===== src/rtl/core/ssbsc_pkg.sv =====
package ssbsc_pkg;

	// sample and accumulator formats
	localparam int SAMPLE_BITS = 24;
	localparam int ACC_BITS    = 32;
	localparam int FRAC        = ACC_BITS - 4;
	localparam int SFRAC       = SAMPLE_BITS - 1;
	localparam int IN_SHIFT    = FRAC - SFRAC;

	// coefficient math, Q0.16
	localparam int Q16        = 16;
	localparam int ONE16      = 65536;
	localparam int THIRD16    = 21845;
	localparam int TWOTHIRD16 = 43691;
	localparam int MAG_SHIFT  = FRAC - Q16;
	localparam int MAG_W      = FRAC + 2 - MAG_SHIFT;
	localparam int OFF_W      = Q16 + 1;
	localparam int OFFR_W     = OFF_W + 3;

	// register widths
	localparam int COEF_W     = 16;
	localparam int STEP_W     = 23;
	localparam int LIM_SHIFT  = FRAC - STEP_W;
	localparam int LIM_W      = STEP_W + LIM_SHIFT;
	localparam int CFG_IDX_W  = 2;
	localparam int CFG_DATA_W = STEP_W;

	// shared multiplier
	localparam int MUL_A_W = ACC_BITS + 1;
	localparam int MUL_B_W = OFF_W + 1;
	localparam int PROD_W  = MUL_A_W + MUL_B_W;

	// datapath widths
	localparam int H_W = ACC_BITS + 1;
	localparam int D_W = ACC_BITS + 2;

	// register indexes
	localparam logic [CFG_IDX_W-1:0] CFG_TREBLE_COEF  = 2'd0;
	localparam logic [CFG_IDX_W-1:0] CFG_BASS_COEF    = 2'd1;
	localparam logic [CFG_IDX_W-1:0] CFG_TREBLE_LIMIT = 2'd2;
	localparam logic [CFG_IDX_W-1:0] CFG_BASS_LIMIT   = 2'd3;

	// register reset values
	localparam logic [COEF_W-1:0] RST_TREBLE_COEF  = 16'd37683;
	localparam logic [COEF_W-1:0] RST_BASS_COEF    = 16'd11165;
	localparam logic [STEP_W-1:0] RST_TREBLE_LIMIT = 23'd67948;
	localparam logic [STEP_W-1:0] RST_BASS_LIMIT   = 23'd214748;

	typedef struct packed {
		logic signed [SAMPLE_BITS-1:0] left_in;
		logic signed [SAMPLE_BITS-1:0] right_in;
	} smp_t;

	typedef struct packed {
		logic signed [SAMPLE_BITS-1:0] left_out;
		logic signed [SAMPLE_BITS-1:0] right_out;
	} res_t;

	typedef enum logic [2:0] {
		MUL_NONE,
		MUL_OFF_T,
		MUL_MAG_B,
		MUL_K,
		MUL_DIFF
	} mul_op_t;

	// sequencer to datapath
	typedef struct packed {
		logic    accept;
		logic    from_port;
		logic    ch;
		logic    bass;
		mul_op_t mul_op;
		logic    wr_acc;
		logic    slew_en;
		logic    slew_bass;
		logic    fin_left;
		logic    fin_right;
		logic    hold_right;
		logic    push_hold;
	} ctl_t;

endpackage


===== src/rtl/core/ssbsc_mul.sv =====
module ssbsc_mul
	import ssbsc_pkg::*;
(
	input  logic                      clk,
	input  logic                      en,
	input  logic signed [MUL_A_W-1:0] a,
	input  logic signed [MUL_B_W-1:0] b,
	output logic signed [PROD_W-1:0]  p
);

	logic signed [PROD_W-1:0] p_q;

	always_ff @(posedge clk) begin
		if (en) begin
			p_q <= PROD_W'(a) * PROD_W'(b);
		end
	end

	assign p = p_q;

endmodule


===== src/rtl/core/ssbsc_seq.sv =====
module ssbsc_seq
	import ssbsc_pkg::*;
(
	input  logic clk,
	input  logic arst_n,
	input  logic smp_valid,
	input  logic out_free,
	output logic smp_ready,
	output ctl_t ctl
);

	typedef enum logic [9:0] {
		ST_IDLE  = 10'b0000000001,
		ST_TOFF  = 10'b0000000010,
		ST_TK    = 10'b0000000100,
		ST_TDIFF = 10'b0000001000,
		ST_TACC  = 10'b0000010000,
		ST_BK    = 10'b0000100000,
		ST_BDIFF = 10'b0001000000,
		ST_BACC  = 10'b0010000000,
		ST_BSLEW = 10'b0100000000,
		ST_WAIT  = 10'b1000000000
	} st_t;

	st_t  st_q, st_d;
	logic ch_q, ch_d;

	always_comb begin
		st_d      = st_q;
		ch_d      = ch_q;
		smp_ready = 1'b0;
		ctl       = '0;
		ctl.ch    = ch_q;
		ctl.mul_op = MUL_NONE;
		unique case (st_q)
			ST_IDLE: begin
				smp_ready = 1'b1;
				if (smp_valid) begin
					ctl.accept    = 1'b1;
					ctl.from_port = 1'b1;
					ctl.ch        = 1'b0;
					ctl.mul_op    = MUL_OFF_T;
					ch_d          = 1'b0;
					st_d          = ST_TK;
				end
			end
			ST_TOFF: begin
				ctl.mul_op = MUL_OFF_T;
				st_d       = ST_TK;
			end
			ST_TK: begin
				ctl.mul_op = MUL_K;
				st_d       = ST_TDIFF;
			end
			ST_TDIFF: begin
				ctl.mul_op = MUL_DIFF;
				st_d       = ST_TACC;
			end
			ST_TACC: begin
				ctl.wr_acc = 1'b1;
				ctl.mul_op = MUL_MAG_B;
				st_d       = ST_BK;
			end
			ST_BK: begin
				ctl.bass   = 1'b1;
				ctl.mul_op = MUL_K;
				st_d       = ST_BDIFF;
			end
			ST_BDIFF: begin
				ctl.bass    = 1'b1;
				ctl.mul_op  = MUL_DIFF;
				ctl.slew_en = 1'b1;
				st_d        = ST_BACC;
			end
			ST_BACC: begin
				ctl.bass   = 1'b1;
				ctl.wr_acc = 1'b1;
				st_d       = ST_BSLEW;
			end
			ST_BSLEW: begin
				ctl.slew_en   = 1'b1;
				ctl.slew_bass = 1'b1;
				if (!ch_q) begin
					ctl.fin_left = 1'b1;
					ch_d         = 1'b1;
					st_d         = ST_TOFF;
				end else if (out_free) begin
					ctl.fin_right = 1'b1;
					ch_d          = 1'b0;
					st_d          = ST_IDLE;
				end else begin
					ctl.hold_right = 1'b1;
					ch_d           = 1'b0;
					st_d           = ST_WAIT;
				end
			end
			ST_WAIT: begin
				if (out_free) begin
					ctl.push_hold = 1'b1;
					st_d          = ST_IDLE;
				end
			end
			default: begin
				st_d = ST_IDLE;
				ch_d = 1'b0;
			end
		endcase
	end

	always_ff @(posedge clk or negedge arst_n) begin
		if (!arst_n) begin
			st_q <= ST_IDLE;
			ch_q <= 1'b0;
		end else begin
			st_q <= st_d;
			ch_q <= ch_d;
		end
	end

endmodule


===== src/rtl/core/stereo_split_band_slew_conditioner.sv =====
// Channel  Direction  Handshake               Payload
// smp      in         smp_valid / smp_ready   smp_t: left_in, right_in (Q1.23)
// res      out        res_valid / res_ready   res_t: left_out, right_out (Q1.23)
// cfg      in         cfg_valid / cfg_ready   cfg_index, cfg_data
//
// Each stereo beat runs eight sequencer steps per channel, each
// step issuing at most one product on the shared signed multiplier.
// The next beat is taken as soon as the sequencer is back in idle; a result
// waiting in the output register only holds the block if the next result is
// finished before it is taken.
// Reset clears filter and slew state, selects bank A and loads register
// defaults. cfg is always ready; write it only while idle.
module stereo_split_band_slew_conditioner
	import ssbsc_pkg::*;
(
	input  logic                  clk,
	input  logic                  arst_n,
	input  logic                  smp_valid,
	output logic                  smp_ready,
	input  smp_t                  smp,
	output logic                  res_valid,
	input  logic                  res_ready,
	output res_t                  res,
	input  logic                  cfg_valid,
	output logic                  cfg_ready,
	input  logic [CFG_IDX_W-1:0]  cfg_index,
	input  logic [CFG_DATA_W-1:0] cfg_data
);

	// saturate to the accumulator width
	function automatic logic signed [ACC_BITS-1:0] sat_acc(input logic signed [D_W-1:0] v);
		logic signed [D_W-1:0] hi;
		logic signed [D_W-1:0] lo;
		hi = {3'b000, {(ACC_BITS-1){1'b1}}};
		lo = {3'b111, {(ACC_BITS-1){1'b0}}};
		if (v > hi) begin
			return hi[ACC_BITS-1:0];
		end else if (v < lo) begin
			return lo[ACC_BITS-1:0];
		end
		return v[ACC_BITS-1:0];
	endfunction

	// saturate to the sample width
	function automatic logic signed [SAMPLE_BITS-1:0] sat_smp(input logic signed [D_W-1:0] v);
		logic signed [D_W-1:0] hi;
		logic signed [D_W-1:0] lo;
		hi = {{(D_W-SAMPLE_BITS+1){1'b0}}, {(SAMPLE_BITS-1){1'b1}}};
		lo = {{(D_W-SAMPLE_BITS+1){1'b1}}, {(SAMPLE_BITS-1){1'b0}}};
		if (v > hi) begin
			return hi[SAMPLE_BITS-1:0];
		end else if (v < lo) begin
			return lo[SAMPLE_BITS-1:0];
		end
		return v[SAMPLE_BITS-1:0];
	endfunction

	ctl_t ctl;
	logic out_free;

	// configuration
	logic [COEF_W-1:0] treble_coef_q, bass_coef_q;
	logic [STEP_W-1:0] treble_lim_q, bass_lim_q;

	// filter and slew state; acc index is {channel, bank}
	logic signed [ACC_BITS-1:0] acc_t_q [4];
	logic signed [ACC_BITS-1:0] acc_b_q [4];
	logic signed [ACC_BITS-1:0] prev_t_q [2];
	logic signed [ACC_BITS-1:0] prev_b_q [2];
	logic                       bank_q;

	// per-beat working registers
	smp_t                          smp_q;
	logic signed [H_W-1:0]         h_t_q, h_b_q;
	logic signed [SAMPLE_BITS-1:0] left_res_q, right_res_q;
	res_t                          res_q;
	logic                          res_valid_q;

	ssbsc_seq u_seq (
		.clk       (clk),
		.arst_n    (arst_n),
		.smp_valid (smp_valid),
		.out_free  (out_free),
		.smp_ready (smp_ready),
		.ctl       (ctl)
	);

	assign out_free  = !res_valid_q || res_ready;
	assign cfg_ready = 1'b1;
	assign res_valid = res_valid_q;
	assign res       = res_q;

	// ------------------------------------------------------------------
	// operand select
	// ------------------------------------------------------------------
	logic signed [SAMPLE_BITS-1:0] cur_smp;
	logic signed [ACC_BITS-1:0]    x_v, t_v, sel_v, acc_sel;
	logic [ACC_BITS-1:0]           abs_t, abs_x;
	logic [MAG_W-1:0]              mag_t, mag_x;
	logic [1:0]                    idx;

	always_comb begin
		if (ctl.from_port) begin
			cur_smp = smp.left_in;
		end else if (ctl.ch) begin
			cur_smp = smp_q.right_in;
		end else begin
			cur_smp = smp_q.left_in;
		end
	end

	// Q1.23 -> Q4.28; treble path is the sample doubled
	assign x_v   = {{(ACC_BITS-SAMPLE_BITS-IN_SHIFT){cur_smp[SAMPLE_BITS-1]}},
			cur_smp, {IN_SHIFT{1'b0}}};
	assign t_v   = x_v <<< 1;
	assign sel_v = ctl.bass ? x_v : t_v;

	assign abs_t = t_v[ACC_BITS-1] ? ACC_BITS'(-t_v) : ACC_BITS'(t_v);
	assign abs_x = x_v[ACC_BITS-1] ? ACC_BITS'(-x_v) : ACC_BITS'(x_v);
	assign mag_t = abs_t[MAG_SHIFT +: MAG_W];
	assign mag_x = abs_x[MAG_SHIFT +: MAG_W];

	// bank_q high means bank A (index 0)
	assign idx     = {ctl.ch, ~bank_q};
	assign acc_sel = ctl.bass ? acc_b_q[idx] : acc_t_q[idx];

	// ------------------------------------------------------------------
	// shared multiplier and its post-processing
	// ------------------------------------------------------------------
	logic signed [MUL_A_W-1:0] mul_a;
	logic signed [MUL_B_W-1:0] mul_b;
	logic signed [PROD_W-1:0]  prod;
	logic signed [PROD_W-1:0]  psh;
	logic signed [MAG_W:0]     toff_a;
	logic signed [OFFR_W-1:0]  off_raw;
	logic [OFF_W-1:0]          off_v;
	logic [COEF_W-1:0]         k_v;
	logic signed [H_W-1:0]     diff_v;
	logic signed [D_W-1:0]     acc_sum;
	logic signed [ACC_BITS-1:0] acc_new;
	logic signed [H_W-1:0]     h_new;

	assign psh = prod >>> Q16;

	// level-dependent offset, clamped to 0..1
	always_comb begin
		if (ctl.bass) begin
			off_raw = OFFR_W'(THIRD16) + signed'(psh[OFFR_W-1:0]);
		end else begin
			off_raw = OFFR_W'(ONE16 - THIRD16) - signed'(psh[OFFR_W-1:0]);
		end
		if (off_raw < 0) begin
			off_v = '0;
		end else if (off_raw > OFFR_W'(ONE16)) begin
			off_v = OFF_W'(ONE16);
		end else begin
			off_v = off_raw[OFF_W-1:0];
		end
	end

	assign toff_a = (MAG_W+1)'(ONE16) - signed'({1'b0, mag_t});
	assign k_v    = prod[Q16 +: COEF_W];
	assign diff_v = H_W'(sel_v) - H_W'(acc_sel);

	always_comb begin
		case (ctl.mul_op)
			MUL_OFF_T: begin
				mul_a = MUL_A_W'(toff_a);
				mul_b = MUL_B_W'(THIRD16);
			end
			MUL_MAG_B: begin
				mul_a = signed'(MUL_A_W'(mag_x));
				mul_b = MUL_B_W'(TWOTHIRD16);
			end
			MUL_K: begin
				mul_a = signed'(MUL_A_W'(off_v));
				mul_b = signed'(MUL_B_W'(ctl.bass ? bass_coef_q : treble_coef_q));
			end
			MUL_DIFF: begin
				mul_a = diff_v;
				mul_b = signed'(MUL_B_W'(k_v));
			end
			default: begin
				mul_a = '0;
				mul_b = '0;
			end
		endcase
	end

	ssbsc_mul u_mul (
		.clk (clk),
		.en  (ctl.mul_op != MUL_NONE),
		.a   (mul_a),
		.b   (mul_b),
		.p   (prod)
	);

	// highpass: acc += (in - acc) * k, output is in - acc
	assign acc_sum = D_W'(acc_sel) + signed'(psh[D_W-1:0]);
	assign acc_new = sat_acc(acc_sum);
	assign h_new   = H_W'(sel_v) - H_W'(acc_new);

	// ------------------------------------------------------------------
	// slew limiter, shared by the two paths
	// ------------------------------------------------------------------
	logic signed [H_W-1:0]      slew_h;
	logic signed [ACC_BITS-1:0] slew_prev;
	logic [LIM_W-1:0]           lim_v;
	logic signed [D_W-1:0]      lim_s, slew_d, slew_r;
	logic signed [ACC_BITS-1:0] slew_out;
	logic signed [D_W-1:0]      sum_v, sum_sh;
	logic signed [SAMPLE_BITS-1:0] sum_sat;

	assign slew_h    = ctl.slew_bass ? h_b_q : h_t_q;
	assign slew_prev = ctl.slew_bass ? prev_b_q[ctl.ch] : prev_t_q[ctl.ch];
	assign lim_v     = {(ctl.slew_bass ? bass_lim_q : treble_lim_q), {LIM_SHIFT{1'b0}}};
	assign lim_s     = signed'(D_W'(lim_v));
	assign slew_d    = D_W'(slew_h) - D_W'(slew_prev);

	always_comb begin
		if (slew_d > lim_s) begin
			slew_r = D_W'(slew_prev) + lim_s;
		end else if (slew_d < -lim_s) begin
			slew_r = D_W'(slew_prev) - lim_s;
		end else begin
			slew_r = D_W'(slew_h);
		end
	end

	assign slew_out = sat_acc(slew_r);

	// band sum back to Q1.23; treble already slewed in h_t_q
	assign sum_v   = D_W'(h_t_q) + D_W'(slew_out);
	assign sum_sh  = sum_v >>> IN_SHIFT;
	assign sum_sat = sat_smp(sum_sh);

	// ------------------------------------------------------------------
	// state with reset
	// ------------------------------------------------------------------
	always_ff @(posedge clk or negedge arst_n) begin
		if (!arst_n) begin
			treble_coef_q <= RST_TREBLE_COEF;
			bass_coef_q   <= RST_BASS_COEF;
			treble_lim_q  <= RST_TREBLE_LIMIT;
			bass_lim_q    <= RST_BASS_LIMIT;
			bank_q        <= 1'b1;
			res_valid_q   <= 1'b0;
			for (int i = 0; i < 4; i++) begin
				acc_t_q[i] <= '0;
				acc_b_q[i] <= '0;
			end
			for (int i = 0; i < 2; i++) begin
				prev_t_q[i] <= '0;
				prev_b_q[i] <= '0;
			end
		end else begin
			if (cfg_valid && cfg_ready) begin
				unique case (cfg_index)
					CFG_TREBLE_COEF:  treble_coef_q <= cfg_data[COEF_W-1:0];
					CFG_BASS_COEF:    bass_coef_q   <= cfg_data[COEF_W-1:0];
					CFG_TREBLE_LIMIT: treble_lim_q  <= cfg_data[STEP_W-1:0];
					CFG_BASS_LIMIT:   bass_lim_q    <= cfg_data[STEP_W-1:0];
					default: ;
				endcase
			end
			if (ctl.wr_acc) begin
				if (ctl.bass) begin
					acc_b_q[idx] <= acc_new;
				end else begin
					acc_t_q[idx] <= acc_new;
				end
			end
			if (ctl.slew_en) begin
				if (ctl.slew_bass) begin
					prev_b_q[ctl.ch] <= slew_out;
				end else begin
					prev_t_q[ctl.ch] <= slew_out;
				end
			end
			// banks alternate per stereo beat
			if (ctl.fin_right || ctl.hold_right) begin
				bank_q <= ~bank_q;
			end
			if (ctl.fin_right || ctl.push_hold) begin
				res_valid_q <= 1'b1;
			end else if (res_ready) begin
				res_valid_q <= 1'b0;
			end
		end
	end

	// ------------------------------------------------------------------
	// payload registers
	// ------------------------------------------------------------------
	always_ff @(posedge clk) begin
		if (ctl.accept) begin
			smp_q <= smp;
		end
		if (ctl.wr_acc) begin
			if (ctl.bass) begin
				h_b_q <= h_new;
			end else begin
				h_t_q <= h_new;
			end
		end
		if (ctl.slew_en && !ctl.slew_bass) begin
			h_t_q <= H_W'(slew_out);
		end
		if (ctl.fin_left) begin
			left_res_q <= sum_sat;
		end
		if (ctl.hold_right) begin
			right_res_q <= sum_sat;
		end
		if (ctl.fin_right) begin
			res_q.left_out  <= left_res_q;
			res_q.right_out <= sum_sat;
		end else if (ctl.push_hold) begin
			res_q.left_out  <= left_res_q;
			res_q.right_out <= right_res_q;
		end
	end

endmodule

===== config.mk =====
export PLATFORM = sky130hd
export DESIGN_NAME = stereo_split_band_slew_conditioner
export DESIGN_NICKNAME = d
export VERILOG_FILES = /design/src/rtl/core/ssbsc_pkg.sv /design/src/rtl/core/ssbsc_mul.sv /design/src/rtl/core/ssbsc_seq.sv /design/src/rtl/core/stereo_split_band_slew_conditioner.sv
export SDC_FILE = /design/constraint.sdc
export NUM_CORES = 2
export LEC_CHECK = 0
export BUFFER_PORTS_ARGS = -buffer_cell sky130_fd_sc_hd__buf_4
export CAP_MARGIN = 20
export CORE_ASPECT_RATIO = 1.2
export CORE_MARGIN = 2
export CORE_UTILIZATION = 42
export CTS_CLUSTER_SIZE = 24
export DETAILED_ROUTE_END_ITERATION = 16
export PLACE_DENSITY = 0.61
export SLEW_MARGIN = 20
export SYNTH_ARGS = -nofsm -noshare
export SYNTH_HDL_FRONTEND = slang
export SYNTH_SLANG_ARGS = --single-unit

===== constraint.sdc =====
create_clock -name clk -period 13.6 [get_ports clk]
set_input_delay 2.72 -clock clk [delete_from_list [all_inputs] [get_ports clk]]
set_output_delay 2.72 -clock clk [all_outputs]
set_load 0.05 [all_outputs]

=== Word-level counts from Yosys, hierarchy flattened ===
Cells that the tools add are included.

* Add/sub/neg operators: 13
* $mul: 1
* Divide/modulo/power cells: 0
* $lt $le $gt $ge: 14
* Equal/unequal tests: 20
* Shift operators: 0
* Mux-type cells: 80
* Bitwise operators: 6
* Reduce and logical (&&, ||, !) cells: 30

{| class="wikitable"
|+ Operators with widths
! operator !! number
|-
| $mux 32 || 20
|-
| $bwmux 128 || 2
|-
| $mux 33 || 4
|-
| $pmux 33 s4 || 1
|-
| $bmux 32 s2 || 2
|-
| $bwmux 64 || 2
|-
| $mux 24 || 5
|-
| $pmux 10 s10 || 1
|-
| $mux 48 || 2
|-
| $gt 34x32->1 const B || 2
|-
| $lt 34x32->1 const B || 2
|-
| $mux 34 || 2
|-
| $sub 30x32->33 || 2
|-
| $demux 32 s2 || 1
|-
| $pmux 16 s4 || 1
|-
| $mux 30 || 2
|-
| $mul 33x17->50 || 1
|-
| $mux 10 || 4
|-
| $add 32x34->34 || 1
|-
| $add 33x32->34 || 1
|-
| $gt 34x29->1 || 1
|-
| $lt 34x34->1 || 1
|-
| $mux 17 || 2
|-
| $neg 28->34 || 1
|-
| other kinds (57) || 101
|}

* Bits in registers: 735
* Latch bits: 0
* Bits in writable memories: 0
* Memory bits (read-only): 0
* Memories kept: 0

=== Longest topological paths before layout ===
* Depth in word-level cells: 21
* Mapped depth: 61
* Depth with buffers taken out: 52

=== Modules after synthesis ===
A second synthesis with hierarchy kept.

* Cells, all modules: 6930
* Area, all modules: 66178.5 µm²

{| class="wikitable"
|+ Modules (own cells, without submodules)
! module !! instances !! cells each !! area each (µm²) !! seq. area each (µm²)
|-
| stereo_split_band_slew_conditioner || 1 || 4415 || 43142.6 || 17961.0
|-
| ssbsc_mul || 1 || 2427 || 22238.8 || 1531.5
|-
| ssbsc_seq || 1 || 88 || 797.0 || 276.5
|}

=== Worst setup path before layout ===
No wires, ideal clock.

* Kind: input-to-reg
* Start: in smp_valid
* End: reg res_q (netlist bit res[2]) (data pin)
* Library setup time: 0.260 ns
* Arrival time: 14.263 ns
* Data required time: 13.340 ns
* Path slack: -0.922 ns
* Stages: 56
* Cells stage by stage: and2_1 clkbuf_1 a21oi_1 clkbuf_1 clkbuf_1 buf_1 clkbuf_1 clkbuf_1 o221ai_1 o21ai_0 inv_1 ha_1 a21oi_1 nor2_1 a2111oi_0 nand2_1 a31oi_1 o21bai_1 [... 20 more ...] a21o_1 a21o_1 a21oi_1 o22ai_1 nand2_1 nand2_1 a21oi_1 nor2b_1 nor4_1 o21ai_1 and2_1 a211oi_2 o31a_1 nor3_2 o41ai_4 buf_6 o21ai_1 mux2_2

* Cells in the longest elaborated chain, start to end: 21

{| class="wikitable"
|+ RTL lines
! element !! line !! source
|-
| from (decl) || stereo_split_band_slew_conditioner.sv:18 || <nowiki>input logic smp_valid,</nowiki>
|-
| $mux 3 (*) || ssbsc_seq.sv:38 || <nowiki>if (smp_valid) begin</nowiki>
|-
| $mux 3 (*) || ssbsc_seq.sv:35 || <nowiki>unique case (st_q)</nowiki>
|-
| $not 1->2 (implied by the code) (*) || stereo_split_band_slew_conditioner.sv:215 || <nowiki>assign slew_prev = ctl.slew_bass ? prev_b_q[ctl.ch] : prev_t_q[ctl.ch];</nowiki>
|-
| $mux 32 (implied by the code) (3 in a row) || stereo_split_band_slew_conditioner.sv:215 ||
|-
| $mux 32 (*) || stereo_split_band_slew_conditioner.sv:215 ||
|-
| $sub 33x32->34 || stereo_split_band_slew_conditioner.sv:218 || <nowiki>assign slew_d = D_W'(slew_h) - D_W'(slew_prev);</nowiki>
|-
| $lt 34x34->1 || stereo_split_band_slew_conditioner.sv:223 || <nowiki>end else if (slew_d < -lim_s) begin</nowiki>
|-
| $mux 34 || stereo_split_band_slew_conditioner.sv:223 ||
|-
| [... 5 more ...] || n/a ||
|-
| net slew_out[4] || stereo_split_band_slew_conditioner.sv:210 || <nowiki>logic signed [ACC_BITS-1:0] slew_out;</nowiki>
|-
| $add 33x32->34 (*) || stereo_split_band_slew_conditioner.sv:233 || <nowiki>assign sum_v = D_W'(h_t_q) + D_W'(slew_out);</nowiki>
|-
| $lt 29x24->1 || stereo_split_band_slew_conditioner.sv:52 || <nowiki>end else if (v < lo) begin</nowiki>
|-
| $mux 1 || stereo_split_band_slew_conditioner.sv:52 ||
|-
| $mux 1 || stereo_split_band_slew_conditioner.sv:50 || <nowiki>if (v > hi) begin</nowiki>
|-
| $mux 24 (*) || stereo_split_band_slew_conditioner.sv:55 || <nowiki>return v[SAMPLE_BITS-1:0];</nowiki>
|-
| net sum_sat[2] || stereo_split_band_slew_conditioner.sv:212 || <nowiki>logic signed [SAMPLE_BITS-1:0] sum_sat;</nowiki>
|-
| $mux 48 (*) || stereo_split_band_slew_conditioner.sv:315 || <nowiki>if (ctl.fin_right) begin</nowiki>
|-
| to (decl) || stereo_split_band_slew_conditioner.sv:76 || <nowiki>res_t res_q;</nowiki>
|}

Mark *: on every way through the listed nets, which the timed path passes. The rest lies on a longest branch. The select of a mux whose other input is x is not followed.
A chain may end at the register's enable or synchronous reset.

=== Worst setup path in the final report ===
* Start: in smp_valid
* End: reg res_q (netlist bit res[6]) (data pin)

The elaborated chain is that of the path after synthesis.

==> results.txt <==
----------------------------------------------------
[Drt]
  DR vias ... 51700
  Count of TritonRoute iterations in the first routing pass ... 5
  Drt drc ... 0
  Wire length per cell ... 22.3 µm
  DRT antenna net count ... 0
  Number of vias per cell after detailed routing ... 5.55
  Sum of routed wire length over all layers ... 208000 µm
  Number of design-rule violations left by the first detailed-router iteration ... 4030

[STA]
  Achievable clock frequency ... 76.3 MHz
  Worst setup skew after layout ... 0.0508 ns
  Post-route clock period utilization ... 0.964
  Min cycle time layout ... 13.10 ns
  Max-slew headroom at the worst pin ... 0.223
  Number of max-slew violations in the final report ... 0
  Hold Violations, Final ... 0
  Final Setup Violations ... 0
  Worst-Margin Slew ... 1.16 ns
  Worst hold margin ... 0.416 ns

[Power]
  P_int ... 0.00905 W
  Leakage Power ... 33.1 nW
  Relative contribution of sequential cells to total power ... 0.173
  Clock network power share ... 0.118
  Share of power burned in combinational logic ... 0.709
  Sw Pwr ... 0.00936 W
  Pwr per Cell Area ... 253 mW/mm²
  Switching power as a share of total power ... 0.508
  Largest vdd supply drop ... 321 µV
  Pwr Total ... 0.0184 W

[Yosys]
  Mean area per synthesized cell ... 9.24 µm²
  Sequential-to-total area share from yosys stat ... 0.307
  Cell count after synthesis ... 6777
  Post-synthesis instance area ... 0.0627 mm²
  Post-synth EDFFs ... 244
  Net Count, Synth ... 7734
  Count of synthesis-stage warnings from yosys ... 0
  FFs w/ async S/R, synth ... 0.661
  Dominant synthesized flop cell ... dfrtp_1
  Flops & latches, synth ... 719
  Count of distinct cell types in the synthesized netlist ... 106

[Clock tree]
  Source-to-sink clock delay at the later pin of the worst-skew pair ... 0.70 ns
  CTS tree ... built
  Number of buffers inserted by hold repair at cts ... 0
  Clock transition at the register clock pins on the worst setup and hold paths after CTS ... 0.06 ns
  Number of buffers created by CTS ... 79
  Maximum clock path buffer count ... 3
  Clock Sinks ... 719
  CTS root buffer ... clkbuf_16
  H-tree depth reported by CTS ... 3

[Placed design]
  Number of port buffers ... 127
  Final RePlAce weighted congestion ... 0.987
  Cell area reported after detailed placement ... 0.0699 mm²
  Sum of net half-perimeters after detailed placement ... 164000 µm

[Critical path]
  Max stage delay cell, worst path ... a2111oi_2
  Startpoint type of the worst setup path ... input port
  Crit path arrival time ... 13.67 ns
  Type of element capturing the critical path ... flop
  Highest fanout seen on the critical path ... 12
  Dominant delay contributor by cell family on the critical path ... compound AO/OA/AOI/OAI gates
  Sum of buffers and inverters on the critical path ... 10
  Crit path largest cell delay ... 0.48 ns
  CP dominant cell by count ... buf_4
  Critical path data required time ... 14.16 ns
  Path type of the worst setup path ... in -> reg

[Cells and area]
  ANT cells ... 0
  Growth of design area from synthesis to finish ... 15.9%
  Final Net Count ... 8240
  Layout cell share with drive strength beyond 1 ... 0.161
  Post-Layout Inst Area ... 0.0726 mm²

[Floorplan]
  Total number of placement rows ... 155
  Area of the core region ... 0.148 mm²
  Starting density of the core ... 0.422
  Die Wd ... 357 µm
  Die Span Y ... 427 µm
  Num ports ... 129
  Die Area ... 0.152 mm²

[Min path]
  Worst hold path type ... reg -> reg

[Flow run]
  Reported max-cap violation count ... 0

[Global route]
  Initial antenna violation count ... 1
  Maximum number of pins on one net before global-route repair ... 159
  Via count of the first global-routing pass ... 52500
  Wire length of the first global-routing pass ... 317000 µm
  Aggregate global-route resource usage ... 0.274
  Global route total overflow ... 0

[Outcome]
  Run status ... completed

----------------------------------------------------
==> layer usage <==
| layer | track usage | wire length (µm) |
|---|---|---|
| met5 | 0 | 0 |
| met4 | 0.144 | 12700 |
| met3 | 0.0333 | 10300 |
| met2 | 0.484 | 104000 |
| met1 | 0.324 | 80500 |
==> final cells by class <==
class                   instances  area (µm²)
fillers                     14000       75700
multi-input cells            4942       39400
flip-flops and latches        719       19300
repair buffers                757        5920
inverters                     784        2940
well taps                    1962        2450
clock buffers                 118        2320
clock inverters                30         309
==> what timing repair did <==
item | 4_1_cts | 5_1_grt
endpoints found under the setup margin | 0 | 63
buffers inserted | 0 | 1
gates resized for setup | 0 | 13
==> cells in the mapped netlist, types with 14 or more instances <==
library cell,n,area (µm²)
xor2_1,74,648
dfstp_2,36,946
maj3_1,24,240
or3_1,22,138
ha_1,374,4680
o211ai_1,25,188
xnor2_1,157,1380
clkbuf_1,300,1130
nor2_1,312,1170
mux2_2,96,1080
o221ai_1,24,210
nand2b_1,48,300
nor2b_1,77,482
o22ai_1,40,250
inv_1,781,2930
nand4_1,32,200
fa_1,505,10100
a31oi_1,34,213
o21ai_1,24,120
o21ai_0,612,3060
a221oi_1,37,324
o21bai_1,43,323
a211oi_1,36,270
nand3_1,68,340
nor3_1,71,355
mux4_2,58,1310
nor4_1,26,163
a21o_1,125,938
and2_1,126,788
dfrtp_1,439,11000
buf_1,20,75.1
nand2_1,1065,4000
or2_2,20,125
and3_1,33,206
a21oi_1,340,1700
o21a_1,44,330
o31ai_1,18,135
edfxtp_1,244,7330
or4_1,14,105
mux2i_1,152,1520
==> metrics by stage <==
stage	TNS, ns	worst slack (ns)	std cells	util
finish	0	0.496	9312	0.490
global route	-0.00131	-0.00131	9312	0.490
CTS	0	0.377	9310	0.489
detailed placement	-3.24	-0.322	9162	0.471
global placement	-0.210	-0.210	9162	0.471
floorplan	0	0.0266	6777	-
==> state kept, by name, summed over array words and instances, names as in the netlist <==
signal / cells
h_t_q: 33
res: 48
bank_q: 1
left_res_q: 24
u_mul.p: 34
treble_coef_q: 16
res_valid: 1
bass_lim_q: 23
bass_coef_q: 16
acc_b_q: 128
u_seq.ch_q: 1
prev_b_q: 64
h_b_q: 33
smp_q: 48
u_seq.st_q: 10
right_res_q: 24
acc_t_q: 128
treble_lim_q: 23
prev_t_q: 64
==> power groups by stage <==
stage	Clock, W	Combinational [W]	Sequential, W
floorplan	0	0.00771	0.00307
global placement	0	0.0127	0.00320
detailed placement	0	0.0128	0.00321
CTS	0.00221	0.0129	0.00317
global route	0.00230	0.0142	0.00319
finish	0.00217	0.0131	0.00318
==> placed cells by master, fill, tap and decap left out, types with 18 or more instances in the layout <==
cell / count
nand2_1: 1059
inv_1: 780
buf_4: 737
o21ai_0: 597
fa_1: 505
dfrtp_1: 438
ha_1: 374
a21oi_1: 337
nor2_1: 305
edfxtp_1: 244
xnor2_1: 157
mux2i_1: 152
and2_1: 126
a21o_1: 125
mux2_2: 96
clkbuf_16: 81
nor2b_1: 77
xor2_1: 74
nor3_1: 71
nand3_1: 61
mux4_2: 58
nand2b_1: 48
o21a_1: 44
o21bai_1: 43
o22ai_1: 38
a221oi_1: 36
a211oi_1: 35
dfstp_2: 35
and3_1: 33
a31oi_1: 33
nand4_1: 32
o21ai_1: 30
nor4_1: 25
o211ai_1: 25
maj3_1: 24
o221ai_1: 23
or3_1: 22
or2_2: 19
clkbuf_1: 19
buf_12: 18
==> logic make-up (layout without fill, tap and decap cells) <==
family / count (synthesis) / count (layout) / share of synthesized area
xor gates and xnor gates: 232 / 232 / 0.0326
other: 1 / 1 / 0.0000599
DFF: 719 / 719 / 0.307
AOI/OAI and AO/OA: 1539 / 1539 / 0.150
muxes: 307 / 307 / 0.0626
buffers and inverters: 1116 / 1689 / 0.0672
adders and majority gates: 904 / 904 / 0.240
and+or+nand+nor: 1959 / 1959 / 0.140
==> final timing paths <==
kind	startpoint	endpoint	slack, ns	cells past startpoint
max in group asynchronous	arst_n	bass_lim_q[11]$_DFFE_PN0P_	9.03	3
max reg2reg	u_seq.st_q[5]$_DFFE_PN0P_	res[6]$_DFFE_PP_	0.85	55
min in group asynchronous	arst_n	acc_b_q[125]$_DFFE_PN0P_	2.06	1
max	smp_valid	res[6]$_DFFE_PP_	0.50	54
min reg2reg	left_res_q[7]$_DFFE_PP_	res[31]$_DFFE_PP_	0.42	0
min	left_res_q[7]$_DFFE_PP_	res[31]$_DFFE_PP_	0.42	0
(Power assumes the default switching activity.)
